`src/jsd_pkg.sv`:
```
// Package for the JSON string decoder: word types, state codes and the UTF-8 encoder.
`timescale 1ns / 1ps

package jsd_pkg;

    localparam int MAX_STRING_BYTES_DEF = 64;

    localparam logic [7:0] CH_QUOTE  = 8'h22;
    localparam logic [7:0] CH_BSLASH = 8'h5c;
    localparam logic [7:0] CH_SLASH  = 8'h2f;
    localparam logic [7:0] CH_LOW_U  = 8'h75;

    typedef enum logic [2:0] {
        PH_IDLE    = 3'd0,
        PH_BODY    = 3'd1,
        PH_ESC     = 3'd2,
        PH_HEX1    = 3'd3,
        PH_WANT_BS = 3'd4,
        PH_WANT_U  = 3'd5,
        PH_HEX2    = 3'd6,
        PH_UTF8    = 3'd7
    } phase_t;

    typedef enum logic [1:0] {
        ST_BUSY  = 2'd0,
        ST_DONE  = 2'd1,
        ST_BAD   = 2'd2,
        ST_NOSTR = 2'd3
    } status_t;

    typedef struct packed {
        logic [7:0] in_byte;
        logic       end_of_input;
    } in_word_t;

    typedef struct packed {
        logic [7:0] out_byte;
        logic       byte_valid;
        logic [1:0] status;
        logic [7:0] decoded_length;
        logic       truncated;
        logic       last_of_item;
    } out_word_t;

    typedef struct packed {
        phase_t      phase;
        logic [15:0] hex_acc;
        logic [1:0]  hex_cnt;
        logic [9:0]  hi_sur;
        logic [7:0]  lead;
        logic [15:0] pend;
        logic [1:0]  needed;
        logic [1:0]  seen;
        logic [7:0]  len;
        logic        ovf;
    } jsd_state_t;

    // All results caused by one input word, delivered one per cycle while m_ready is high.
    typedef struct packed {
        logic [3:0][7:0] bytes;
        logic [1:0]      last_idx;
        logic            byte_valid;
        status_t         status;
        logic [7:0]      len0;
        logic            ov0;
    } jsd_bundle_t;

    typedef struct packed {
        logic [3:0][7:0] bytes;
        logic [2:0]      count;
    } utf8_enc_t;

    function automatic utf8_enc_t utf8_encode(input logic [20:0] cp);
        utf8_enc_t e;
        e.bytes = '0;
        if (cp <= 21'h7f) begin
            e.bytes[0] = {1'b0, cp[6:0]};
            e.count = 3'd1;
        end else if (cp <= 21'h7ff) begin
            e.bytes[0] = {3'b110, cp[10:6]};
            e.bytes[1] = {2'b10, cp[5:0]};
            e.count = 3'd2;
        end else if (cp <= 21'hffff) begin
            e.bytes[0] = {4'b1110, cp[15:12]};
            e.bytes[1] = {2'b10, cp[11:6]};
            e.bytes[2] = {2'b10, cp[5:0]};
            e.count = 3'd3;
        end else begin
            e.bytes[0] = {5'b11110, cp[20:18]};
            e.bytes[1] = {2'b10, cp[17:12]};
            e.bytes[2] = {2'b10, cp[11:6]};
            e.bytes[3] = {2'b10, cp[5:0]};
            e.count = 3'd4;
        end
        return e;
    endfunction

endpackage

```
`src/jsd_decoder.sv`:
```
// Next-state and result logic for one input word of the JSON string decoder.
`timescale 1ns / 1ps

module jsd_decoder #(
    parameter int MAX_STRING_BYTES = jsd_pkg::MAX_STRING_BYTES_DEF
) (
    input  jsd_pkg::jsd_state_t  state_cur,
    input  jsd_pkg::in_word_t    word,
    output jsd_pkg::jsd_state_t  state_nx,
    output jsd_pkg::jsd_bundle_t bundle
);

    localparam logic [9:0] MAX_W = 10'(MAX_STRING_BYTES);

    localparam logic [7:0] CH_LOW_B = 8'h62;
    localparam logic [7:0] CH_LOW_F = 8'h66;
    localparam logic [7:0] CH_LOW_N = 8'h6e;
    localparam logic [7:0] CH_LOW_R = 8'h72;
    localparam logic [7:0] CH_LOW_T = 8'h74;

    logic [7:0]          c;
    logic [3:0]          nib;
    logic                nib_ok;
    logic [15:0]         hex_v;
    logic [20:0]         cp;
    logic                do_cp;
    jsd_pkg::utf8_enc_t  enc;
    logic [2:0]          n;
    logic [3:0][7:0]     bytes;
    jsd_pkg::status_t    st;
    logic [7:0]          base_len;
    logic                base_ov;
    logic [7:0]          lo;
    logic [7:0]          hi;
    logic [9:0]          sum;

    assign c     = word.in_byte;
    assign hex_v = {state_cur.hex_acc[11:0], nib};
    assign enc   = jsd_pkg::utf8_encode(cp);

    always_comb begin
        nib    = 4'd0;
        nib_ok = 1'b1;
        if (c inside {[8'h30:8'h39]}) begin
            nib = c[3:0];
        end else if (c inside {[8'h61:8'h66], [8'h41:8'h46]}) begin
            nib = c[3:0] + 4'd9;
        end else begin
            nib_ok = 1'b0;
        end
    end

    always_comb begin
        lo = 8'h80;
        hi = 8'hbf;
        if (state_cur.seen == 2'd0) begin
            case (state_cur.lead)
                8'he0:   lo = 8'ha0;
                8'hed:   hi = 8'h9f;
                8'hf0:   lo = 8'h90;
                8'hf4:   hi = 8'h8f;
                default: ;
            endcase
        end
    end

    always_comb begin
        state_nx = state_cur;
        st       = jsd_pkg::ST_BUSY;
        n        = 3'd0;
        bytes    = '0;
        cp       = '0;
        do_cp    = 1'b0;
        base_len = state_cur.len;
        base_ov  = state_cur.ovf;

        if (state_cur.phase == jsd_pkg::PH_IDLE) begin
            base_len = 8'd0;
            base_ov  = 1'b0;
            state_nx.len = 8'd0;
            state_nx.ovf = 1'b0;
            if (!word.end_of_input && c == jsd_pkg::CH_QUOTE) begin
                state_nx.phase = jsd_pkg::PH_BODY;
            end else begin
                st = jsd_pkg::ST_NOSTR;
            end
        end else if (word.end_of_input) begin
            st = jsd_pkg::ST_BAD;
        end else begin
            case (state_cur.phase)
                jsd_pkg::PH_BODY: begin
                    if (c == jsd_pkg::CH_QUOTE) begin
                        state_nx.phase = jsd_pkg::PH_IDLE;
                        st = jsd_pkg::ST_DONE;
                    end else if (c == jsd_pkg::CH_BSLASH) begin
                        state_nx.phase = jsd_pkg::PH_ESC;
                    end else if (c < 8'h20) begin
                        st = jsd_pkg::ST_BAD;
                    end else if (c < 8'h80) begin
                        n = 3'd1;
                        bytes[0] = c;
                    end else if (c inside {[8'hc2:8'hf4]}) begin
                        if (c inside {[8'hc2:8'hdf]}) begin
                            state_nx.needed = 2'd1;
                        end else if (c inside {[8'he0:8'hef]}) begin
                            state_nx.needed = 2'd2;
                        end else begin
                            state_nx.needed = 2'd3;
                        end
                        state_nx.lead  = c;
                        state_nx.pend  = '0;
                        state_nx.seen  = 2'd0;
                        state_nx.phase = jsd_pkg::PH_UTF8;
                    end else begin
                        st = jsd_pkg::ST_BAD;
                    end
                end
                jsd_pkg::PH_ESC: begin
                    state_nx.phase = jsd_pkg::PH_BODY;
                    n = 3'd1;
                    case (c)
                        jsd_pkg::CH_QUOTE, jsd_pkg::CH_BSLASH, jsd_pkg::CH_SLASH: bytes[0] = c;
                        CH_LOW_B: bytes[0] = 8'h08;
                        CH_LOW_F: bytes[0] = 8'h0c;
                        CH_LOW_N: bytes[0] = 8'h0a;
                        CH_LOW_R: bytes[0] = 8'h0d;
                        CH_LOW_T: bytes[0] = 8'h09;
                        jsd_pkg::CH_LOW_U: begin
                            n = 3'd0;
                            state_nx.hex_acc = '0;
                            state_nx.hex_cnt = 2'd0;
                            state_nx.phase   = jsd_pkg::PH_HEX1;
                        end
                        default: st = jsd_pkg::ST_BAD;
                    endcase
                end
                jsd_pkg::PH_HEX1, jsd_pkg::PH_HEX2: begin
                    if (!nib_ok) begin
                        st = jsd_pkg::ST_BAD;
                    end else begin
                        state_nx.hex_acc = hex_v;
                        state_nx.hex_cnt = state_cur.hex_cnt + 2'd1;
                        if (state_cur.hex_cnt == 2'd3) begin
                            if (state_cur.phase == jsd_pkg::PH_HEX2) begin
                                if (hex_v inside {[16'hdc00:16'hdfff]}) begin
                                    cp = 21'h10000 + {1'b0, state_cur.hi_sur, hex_v[9:0]};
                                    do_cp = 1'b1;
                                    state_nx.phase = jsd_pkg::PH_BODY;
                                end else begin
                                    st = jsd_pkg::ST_BAD;
                                end
                            end else if (hex_v inside {[16'hd800:16'hdbff]}) begin
                                state_nx.hi_sur = hex_v[9:0];
                                state_nx.phase  = jsd_pkg::PH_WANT_BS;
                            end else if (hex_v inside {[16'hdc00:16'hdfff]}) begin
                                st = jsd_pkg::ST_BAD;
                            end else begin
                                cp = {5'd0, hex_v};
                                do_cp = 1'b1;
                                state_nx.phase = jsd_pkg::PH_BODY;
                            end
                        end
                    end
                end
                jsd_pkg::PH_WANT_BS: begin
                    if (c == jsd_pkg::CH_BSLASH) begin
                        state_nx.phase = jsd_pkg::PH_WANT_U;
                    end else begin
                        st = jsd_pkg::ST_BAD;
                    end
                end
                jsd_pkg::PH_WANT_U: begin
                    if (c == jsd_pkg::CH_LOW_U) begin
                        state_nx.hex_acc = '0;
                        state_nx.hex_cnt = 2'd0;
                        state_nx.phase   = jsd_pkg::PH_HEX2;
                    end else begin
                        st = jsd_pkg::ST_BAD;
                    end
                end
                jsd_pkg::PH_UTF8: begin
                    if (c < lo || c > hi) begin
                        st = jsd_pkg::ST_BAD;
                    end else if ({1'b0, state_cur.seen} + 3'd1 >= {1'b0, state_cur.needed}) begin
                        // sequence complete: release lead, held bytes and this one
                        bytes[0] = state_cur.lead;
                        case (state_cur.seen)
                            2'd0: begin
                                bytes[1] = c;
                                n = 3'd2;
                            end
                            2'd1: begin
                                bytes[1] = state_cur.pend[7:0];
                                bytes[2] = c;
                                n = 3'd3;
                            end
                            default: begin
                                bytes[1] = state_cur.pend[7:0];
                                bytes[2] = state_cur.pend[15:8];
                                bytes[3] = c;
                                n = 3'd4;
                            end
                        endcase
                        state_nx.seen  = 2'd0;
                        state_nx.pend  = '0;
                        state_nx.phase = jsd_pkg::PH_BODY;
                    end else begin
                        if (state_cur.seen[0]) begin
                            state_nx.pend[15:8] = state_cur.pend[15:8] | c;
                        end else begin
                            state_nx.pend[7:0] = state_cur.pend[7:0] | c;
                        end
                        state_nx.seen = state_cur.seen + 2'd1;
                    end
                end
                default: st = jsd_pkg::ST_BAD;
            endcase
        end

        if (do_cp) begin
            n     = enc.count;
            bytes = enc.bytes;
        end

        // drop everything a malformed word produced
        if (st == jsd_pkg::ST_BAD) begin
            n = 3'd0;
            state_nx.phase = jsd_pkg::PH_IDLE;
        end

        sum = {2'b00, base_len} + {7'd0, n};
        if (n != 3'd0) begin
            state_nx.len = (sum > 10'd255) ? 8'hff : sum[7:0];
            state_nx.ovf = base_ov | ((sum - 10'd1) >= MAX_W);
        end

        bundle.bytes      = bytes;
        bundle.byte_valid = (n != 3'd0);
        bundle.last_idx   = (n != 3'd0) ? 2'(n - 3'd1) : 2'd0;
        bundle.status     = st;
        bundle.len0       = base_len;
        bundle.ov0        = base_ov;
    end

endmodule

```
`src/json_string_decoder_unit.sv`:
```
// Top level of the JSON string decoder: input register, decode, result serializer.
`timescale 1ns / 1ps

// JSON string decoder.
// The s_ channel takes one word per text byte, starting with the opening
// quote; end_of_input set marks the end of the text and carries no byte.
// The m_ channel gives 1 to 4 result words per input word: decoded UTF-8
// bytes with the running length, truncation flag and status, last_of_item
// set on the final one. A word that decodes to no byte gives one result
// with byte_valid clear carrying the status.
// Path: an accepted word waits in the input register until the result
// register is free, is then decoded into it, and its first result is on m_;
// further results of the same word follow one per cycle while m_ready is
// high. Throughput: one input word per cycle while each decodes to at most
// one byte and m_ready is high, as the result register delivers one result
// a cycle; a word of more bytes holds it until its last result is taken.
// Reset (aresetn low, synchronous) empties both registers and returns the
// decoder to waiting for an opening quote.
// When m_ready is low the result register holds, the input register takes
// one more word, and s_ready then falls until results drain.

module json_string_decoder_unit #(
    parameter int MAX_STRING_BYTES = jsd_pkg::MAX_STRING_BYTES_DEF
) (
    input  logic                aclk,
    input  logic                aresetn,
    input  logic                s_valid,
    output logic                s_ready,
    input  jsd_pkg::in_word_t   s_data,
    output logic                m_valid,
    input  logic                m_ready,
    output jsd_pkg::out_word_t  m_data
);

    localparam logic [9:0] MAX_W = 10'(MAX_STRING_BYTES);

    jsd_pkg::in_word_t    in_word_reg;
    logic                 in_valid_reg;
    jsd_pkg::jsd_state_t  state_reg;
    jsd_pkg::jsd_state_t  state_next;
    jsd_pkg::jsd_bundle_t bun_reg;
    jsd_pkg::jsd_bundle_t bun_next;
    logic                 bun_valid_reg;
    logic [1:0]           idx_reg;

    logic                 out_take;
    logic                 out_last;
    logic                 load;
    logic [9:0]           sum_k;
    logic [9:0]           sum_k1;

    jsd_decoder #(
        .MAX_STRING_BYTES(MAX_STRING_BYTES)
    ) u_dec (
        .state_cur(state_reg),
        .word     (in_word_reg),
        .state_nx (state_next),
        .bundle   (bun_next)
    );

    assign out_last = (idx_reg == bun_reg.last_idx);
    assign out_take = bun_valid_reg && m_ready;
    assign load     = in_valid_reg && (!bun_valid_reg || (out_take && out_last));
    assign s_ready  = !in_valid_reg || load;

    always_ff @(posedge aclk) begin
        if (!aresetn) begin
            in_valid_reg        <= 1'b0;
            bun_valid_reg       <= 1'b0;
            idx_reg             <= 2'd0;
            state_reg           <= '0;
        end else begin
            if (s_valid && s_ready) begin
                in_valid_reg <= 1'b1;
            end else if (load) begin
                in_valid_reg <= 1'b0;
            end
            if (load) begin
                state_reg     <= state_next;
                bun_valid_reg <= 1'b1;
                idx_reg       <= 2'd0;
            end else if (out_take) begin
                // advance through the word's results, free the register on the last
                if (out_last) begin
                    bun_valid_reg <= 1'b0;
                end else begin
                    idx_reg <= idx_reg + 2'd1;
                end
            end
        end
    end

    always_ff @(posedge aclk) begin
        if (s_valid && s_ready) begin
            in_word_reg <= s_data;
        end
        if (load) begin
            bun_reg <= bun_next;
        end
    end

    assign sum_k  = {2'b00, bun_reg.len0} + {8'd0, idx_reg};
    assign sum_k1 = sum_k + 10'd1;

    always_comb begin
        m_valid               = bun_valid_reg;
        m_data.byte_valid     = bun_reg.byte_valid;
        m_data.status         = bun_reg.status;
        m_data.last_of_item   = out_last;
        if (bun_reg.byte_valid) begin
            m_data.out_byte       = bun_reg.bytes[idx_reg];
            m_data.decoded_length = (sum_k1 > 10'd255) ? 8'hff : sum_k1[7:0];
            m_data.truncated      = bun_reg.ov0 | (sum_k >= MAX_W);
        end else begin
            m_data.out_byte       = 8'd0;
            m_data.decoded_length = bun_reg.len0;
            m_data.truncated      = bun_reg.ov0;
        end
    end

endmodule

```
`config.mk`:
```
export PLATFORM = sky130hd
export DESIGN_NAME = json_string_decoder_unit
export DESIGN_NICKNAME = d
export VERILOG_FILES = /design/src/jsd_pkg.sv /design/src/jsd_decoder.sv /design/src/json_string_decoder_unit.sv
export SDC_FILE = /design/constraint.sdc
export NUM_CORES = 1
export LEC_CHECK = 0
export ABC_CLOCK_PERIOD_IN_PS = 4700
export BUFFER_PORTS_ARGS = -buffer_cell sky130_fd_sc_hd__buf_2
export CORE_MARGIN = 5
export CORE_UTILIZATION = 42
export DETAILED_ROUTE_END_ITERATION = 7
export HOLD_SLACK_MARGIN = 0.02
export REMOVE_ABC_BUFFERS = 1
export SETUP_SLACK_MARGIN = 0.05
export SLEW_MARGIN = 0
export SYNTH_ARGS = -nofsm -noshare
export SYNTH_HDL_FRONTEND = slang
export SYNTH_HIERARCHICAL = 1
export SYNTH_SLANG_ARGS = --single-unit
```
`constraint.sdc`:
```
create_clock -name aclk -period 4.7 [get_ports aclk]
set_clock_uncertainty 0.1 [all_clocks]
set_input_delay 0.94 -clock aclk [delete_from_list [all_inputs] [get_ports aclk]]
set_output_delay 0.94 -clock aclk [all_outputs]
set_load 0.1 [all_outputs]
```
* Yosys cells after proc, flatten, opt, wreduce, memory -nomap -nowiden *
Cells that the tools add are included.
W data, S select, Z words.

word-level totals
  bits in registers = 127
  input port bits = 13
  output and inout port bits = 23
  word-level logic and storage cells = 307

cells by class
  add/subtract/negate cells = 11
  $lt $le $gt $ge = 28
  equal/unequal tests = 48
  multiplexer cells = 137
  bitwise gates (word level) = 13
  reductions and logical operators = 45

operator list
  operator                count
  $mux W21                9
  $mux W32                5
  $mux W28                5
  $mux W8                 17
  $mux W3                 25
  $mux W16                4
  $mux W59                1
  $eq A8 B7 Y1 const B    7
  $pmux W18 S3            1
  $mux W24                2
  $pmux W8 S6             1
  $mux W2                 22
  $mux W10                4
  $eq A8 B8 Y1 const B    4
  $ge A16 B16 Y1 const B  2
  $le A16 B16 Y1 const B  2
  $pmux W16 S2            1
  $mux W31                1
  $mux W9                 3
  $mux W25                1
  $le A8 B8 Y1 const B    3
  $pmux W6 S2             2
  $pmux W8 S3             1
  $reduce_and A11 Y1      2
  other kinds (75)        157

* Logic depth before layout (Yosys ltp) *
Gate-level depths: netlist of run 1.

  depth after elaboration = 26
  gate-level depth with buffers = 26
  depth with buffers taken out = 25

* Cells and area by module *
The synthesis of run 1 kept the hierarchy.

modules (own cells, without submodules)
  module                    instances  cells each  area each (um^2)
  json_string_decoder_unit  1          477         5261.3
  jsd_decoder               1          565         3817.4

* Worst setup path after synthesis of run 1 *
No wires, ideal clock.

  kind = register to register
  start = register state_reg[9] (netlist name)
  end = register state_reg[0] (netlist name)
  library setup time = 122 ps
  data arrival time = 4704 ps
  setup slack = -226 ps
  cell stages (with the launch flop) = 27
  buffers on the path = 1
  cells stage by stage = dfxtp_1 > inv_1 > ha_1 > clkbuf_1 > nor2b_1 > nand2_1 > a21oi_1 > ha_1 > nand2_1 > o2bb2ai_2 > o211ai_2 > nor3_4 > a311oi_2 > nor3_1 > ha_1 > inv_1 > fa_1 > nor2b_1 > o211ai_1 > xor2_1 > nor4b_1 > o31ai_1 > mux2i_1 > nand3_1 > a21o_1 > nand2_1 > a21boi_0

RTL lines
  element                 line                            RTL
  start, declared         json_string_decoder_unit.sv:39  jsd_pkg::jsd_state_t state_reg;
  start signal, assigned  json_string_decoder_unit.sv:79  state_reg <= state_next;

==> results of run 1 <==
==> metrics by stage <==
stage | power [mW] | setup WS (ns)
floorplan | 1.34 | -0.494
global placement | 1.44 | 0.0532
detailed placement | 1.44 | -0.0931
CTS | 2.73 | 0.130
global route | 2.80 | -0.180
finish | 2.71 | 0.170
==> worst min-delay path by stage <==
stage	from	endpoint	slack [ns]	cells after the start
6_report	state_reg[0]$_SDFFE_PN0P_	state_reg[0]$_SDFFE_PN0P_	0.35	2
5_1_grt	state_reg[0]$_SDFFE_PN0P_	state_reg[0]$_SDFFE_PN0P_	0.38	2
4_1_cts	state_reg[1]$_SDFFE_PN0P_	state_reg[1]$_SDFFE_PN0P_	0.36	2
3_5_place_dp	state_reg[1]$_SDFFE_PN0P_	state_reg[1]$_SDFFE_PN0P_	0.36	2
3_3_place_gp	state_reg[0]$_SDFFE_PN0P_	state_reg[0]$_SDFFE_PN0P_	0.35	2
2_1_floorplan	state_reg[0]$_SDFFE_PN0P_	state_reg[0]$_SDFFE_PN0P_	0.34	2
==> cells in the final DEF, fill, tap and decap left out, drive strengths merged, types with 7 or more instances in the layout <==
cell type,instances
dfxtp,68
ha,19
a221oi,7
nor3b,13
xnor2,9
mux2,17
nand2b,9
and3,11
xor2,8
inv,33
and2,18
nor2b,14
nor4,7
nand3,19
a21boi,68
a21oi,44
nand2,188
nand4,7
edfxtp,55
mux4,8
mux2i,14
a21o,11
nor2,63
clkbuf,19
buf,126
nor3,25
a22o,23
o21ai,52
a31oi,17
a22oi,8
==> area by class of cell <==
class / instances / share of cell area [%]
Clock inverter: 14 / 1.23
Tap cell: 275 / 3.34
Clock buffer: 18 / 4.37
Inverter: 25 / 0.959
Multi-Input combinational cell: 793 / 52.3
Sequential cell: 123 / 29.2
Timing Repair Buffer: 127 / 8.54
==> power by group <==
group          switching [mW]  internal, mW
combinational           0.183        0.0765
clock                   0.560         0.727
sequential             0.0208          1.14
==> layer usage <==
| layer | global-route usage [%] | share of wire (%) | vias up |
|---|---|---|---|
| li1 | - | - | 3879 |
| met1 | 29.3 | 45 | 3904 |
| met2 | 33.8 | 47 | 299 |
| met3 | 4.05 | 6.9 | 28 |
| met4 | 6.17 | 1.6 | 0 |
| met5 | 0 | 0 | - |
==> critical path, delay by kind of cell, from the launching register on <==
kind | cells | cell delay [ns]
AO/OA/AOI/OAI | 8 | 1.28
AND/OR/NAND/NOR | 8 | 1.16
adder cells (fa/ha/maj) | 4 | 1.05
flip-flops | 1 | 0.33
XOR/XNOR | 1 | 0.21
multiplexers | 1 | 0.17
buffers and inverters | 2 | 0.11
==> timing repair <==
item | CTS | global route
buffers inserted | 0 | 9
gates cloned | 0 | 0
pin swaps | 1 | 16
endpoints found under the setup margin | 3 | 13
gates resized for setup | 3 | 20
==> qor.csv, run 1 <==
stage,metric,value,unit
detailed_routing,ant_nets,0,
critical_path,critPathLaunchType,flip-flop,
timing,rsz0062_at_grt,true,
die,ios,36,
global_routing,antenna_found_initial,0,
critical_path,cp_max_fo,3,
critical_path,crit_chain,inv_2 -> ha_4 -> nor2b_4 -> nand4b_1 -> ha_1 -> nor2_2 -> a221oi_2 -> o311ai_1 -> a31oi_1 -> a31oi_2 -> nor3_2 -> ha_2 -> inv_2 -> fa_2 -> nor2b_1 -> o211ai_1 -> xor2_1 -> nor4b_2 -> o31ai_1 -> mux2i_1 -> nand3_1 -> a21o_1 -> nand2_1 -> a21boi_1,
clocking,tritoncts,built,
placement,hpwl,18400,µm
layout,finish.instance_area,0.0103,mm²
timing,fmax,0.221,GHz
critical_path,slowest_stage,fa_2,
timing,period_needed,4.53,ns
clocking,ctsHtreeMaxLevel,4,
die,coreArea,0.0210,mm²
outcome,status,"finished, final reports clean",
placement,dp_cells,1334,
placement,place_area,0.00960,mm²
yosys,yosysWarnings,6,
yosys,synth_area,0.00890,mm²
layout,drive_above_1_share,22.2,%
job,max_cap_viol_count,0,
power_and_ir_drop,ir_drop,0.000252,V
critical_path,crit_path_end_kind,flip-flop,
layout,largest_reg_flops,64,
layout,seqCellArea,0.00302,mm²
layout,n_antenna_cell,0,
die,die_x,156,µm
global_routing,gr-total-overflow,0,
critical_path,r2r_setup_slack,0.17,ns
die,floorplan.initialDensity,42.5,%
critical_path,arrival,4.74,ns
yosys,syn_area_per_cell,8.72,µm²
critical_path,cp.required,4.91,ns
timing,timing.final.crit_share,96.4,%
clocking,clock_latency,0.43,ns
critical_path,reg2reg_from,state_reg[10]$_SDFFE_PN0P_,
detailed_routing,drt_iter0_markers,803,
layout,fillers,2038,
clocking,clkTransAtPathRegs,0.06,ns
die,dieArea,0.0242,mm²
detailed_routing,via_count,8110,
layout,multi_input_area,0.00539,mm²
hold_path,hp-class,flip-flop to flip-flop,
layout,nets,1122,
detailed_routing,wire_per_inst,18.9,µm
layout,postLayoutCoreUtil,49.2,%
global_routing,grt_pass1_wl,40600,µm
detailed_routing,first_pass_iters,6,
clocking,cts_sinks,123,
power_and_ir_drop,leakagePower,3.82,nW
detailed_routing,vias_per_cell,5.90,
timing,setup_tns,0,ns
detailed_routing,drc,0,
placement,gp_congestion,0.906,
critical_path,crit_top_cell,inv_2,
critical_path,startpoint,state_reg[10]$_SDFFE_PN0P_,
timing,fin_hold_ws,0.353,ns
critical_path,critPathKind,flip-flop to flip-flop,
timing,drv_slew,0,
die,rows,53,
critical_path,cpPeakStageDelay,0.35,ns
yosys,synthCells,1021,
critical_path,worstSetupEndpoint,state_reg[0]$_SDFFE_PN0P_,
timing,final-setup-viol-count,0,
layout,final_cells,1375,
global_routing,grt_usage,21.1,%
timing,max_slew.worst_pin.slew,0.929,ns
clocking,cts_buffers,17,
critical_path,rr_endpoint,state_reg[0]$_SDFFE_PN0P_,
clocking,cts-root-buf,clkbuf_16,
global_routing,grt_pass1_vias,7442,
timing,slew_headroom,37.6,%
die,die_height,156,µm
clocking,hold_buffers,0,
layout,area_delta_synth_final,15.8,%
timing,hold_viol_final,0,
critical_path,reg2reg_depth,24,
global_routing,grt_max_degree,111,
clocking,clock_path_buffers,2,
detailed_routing,routed_wl,26000,µm
power_and_ir_drop,powerDensity,263,mW/mm²
placement,port_buffers,35,
No activity file was read; power rests on OpenSTA's default activity.
==> run 2, diff against run 1 <==
CORE_ASPECT_RATIO = 1.1   (was unset)
==> qor.csv, run 2 (synthesis gave the netlist of run 1 again) <==
stage,metric,value,unit
outcome,status,"finished, final reports clean",
die,die_height,163,µm
layout,largest_reg_flops,64,
die,ios,36,
critical_path,critPathKind,flip-flop to flip-flop,
global_routing,grt_usage,21.3,%
critical_path,slowest_stage,nor4_1,
layout,drive_above_1_share,21.7,%
critical_path,critPathLaunchType,flip-flop,
clocking,hold_buffers,0,
die,dieArea,0.0242,mm²
power_and_ir_drop,fin_total_pwr,2.87,mW
clocking,clock_latency,0.43,ns
die,rows,55,
clocking,tritoncts,built,
detailed_routing,drt_iter0_markers,635,
critical_path,cpPeakStageDelay,0.61,ns
layout,n_antenna_cell,0,
global_routing,grt_max_degree,111,
critical_path,cp.required,4.91,ns
detailed_routing,routed_wl,25700,µm
hold_path,whs_path_depth,2,
job,max_cap_viol_count,0,
global_routing,grt_pass1_wl,41100,µm
critical_path,arrival,4.63,ns
detailed_routing,drc,0,
timing,fmax,0.226,GHz
timing,timing.final.crit_share,94.0,%
layout,multi_input_area,0.00545,mm²
clocking,cts_sinks,123,
power_and_ir_drop,powerDensity,277,mW/mm²
timing,slew_headroom,23.5,%
timing,final-setup-viol-count,0,
global_routing,antenna_found_initial,0,
detailed_routing,first_pass_iters,6,
clocking,cts_buffers,17,
clocking,clkTransAtPathRegs,0.06,ns
layout,final_common_cell,nand2_1,
layout,seqCellArea,0.00302,mm²
timing,period_needed,4.42,ns
global_routing,gr-total-overflow,0,
die,coreArea,0.0207,mm²
detailed_routing,via_count,7981,
critical_path,crit_path_end_kind,flip-flop,
placement,hpwl,18000,µm
placement,gp_congestion,0.908,
hold_path,hp-class,flip-flop to flip-flop,
power_and_ir_drop,leakagePower,3.80,nW
timing,rsz0062_at_grt,true,
layout,layout_common_cells,"187 x nand2_1, 77 x buf_4, 66 x dfxtp_1",
critical_path,path_depth,19,
layout,nets,1109,
detailed_routing,wire_per_inst,18.7,µm
detailed_routing,ant_nets,0,
layout,area_delta_synth_final,16.3,%
timing,max_slew.worst_pin.slew,1.15,ns
placement,place_area,0.00953,mm²
clocking,ctsHtreeMaxLevel,4,
critical_path,cp_max_fo,9,
critical_path,cp_top_family,simple AND/OR/NAND/NOR gates,
detailed_routing,vias_per_cell,5.82,
layout,postLayoutCoreUtil,50.0,%
clocking,clock_path_buffers,2,
layout,fillers,1941,
clocking,cts-root-buf,clkbuf_16,
critical_path,crit_buf_inv,1,
placement,port_buffers,35,
power_and_ir_drop,ir_drop,0.000236,V
global_routing,grt_pass1_vias,7495,
critical_path,crit_chain,nand2_2 -> nor4_1 -> o311ai_2 -> a31oi_2 -> a31oi_4 -> nor3_4 -> ha_2 -> inv_1 -> fa_2 -> nor2b_1 -> o211ai_1 -> xor2_1 -> nor4b_2 -> o31ai_1 -> mux2i_1 -> nand3_1 -> a21o_1 -> nand2_1 -> a21boi_1,
die,floorplan.initialDensity,43.0,%
timing,hold_viol_final,0,
die,die_x,149,µm
critical_path,reg2reg_depth,19,
layout,finish.instance_area,0.0104,mm²
timing,drv_slew,0,
[run 2: layer usage]
layer	up-vias	GRT usage [%]	share of wire, %
met3	67	3.92	7.4
met1	3748	29.0	44
li1	3857	-	-
met5	-	0	0
met2	309	33.2	45
met4	0	9.20	3.5
[run 2: layout make-up]
cell class	count	share of cell area, %
Clock buffer	18	4.24
Inverter	25	0.954
Multi-Input combinational cell	793	52.7
Timing Repair Buffer	114	7.62
Clock inverter	14	1.98
Tap cell	285	3.44
Sequential cell	123	29.1
[run 2: per-stage QoR]
step                TNS [ns]  std cells  hold WS, ns  worst slack, ns
floorplan              -3.99        941        0.339           -0.494
global placement           0       1334        0.352           0.0177
detailed placement   -0.0304       1334        0.360          -0.0304
CTS                        0       1366        0.368           0.0702
global route          -0.203       1372        0.394          -0.0927
finish                     0       1372        0.349            0.281
[run 2: what timing repair did]
action                                  CTS  global route
pin swaps                                 0            14
resized for setup                         3            29
buffers inserted                          0             6
endpoints found under the setup margin    3            12
[run 2: worst min-delay path, cell delays in order, from the launching register on]
cell      delay, ns
dfxtp_1        0.30
nand2_1        0.05
a21boi_1       0.05
[run 2: path summary, 6_finish.rpt]
check,startpoint,slack (ns),to
max,in_word_reg[6]$_DFFE_PP_,0.28,state_reg[0]$_SDFFE_PN0P_
min,state_reg[0]$_SDFFE_PN0P_,0.35,state_reg[0]$_SDFFE_PN0P_
max reg2reg,in_word_reg[6]$_DFFE_PP_,0.28,state_reg[0]$_SDFFE_PN0P_
min reg2reg,state_reg[0]$_SDFFE_PN0P_,0.35,state_reg[0]$_SDFFE_PN0P_
[run 2: power by group]
part	leakage, nW	internal (mW)	switching [mW]	total [mW]
registers	1.06	1.14	0.0180	1.16
clock network	0.314	0.914	0.540	1.45
logic	2.42	0.0745	0.184	0.258
total	3.80	2.13	0.742	2.87
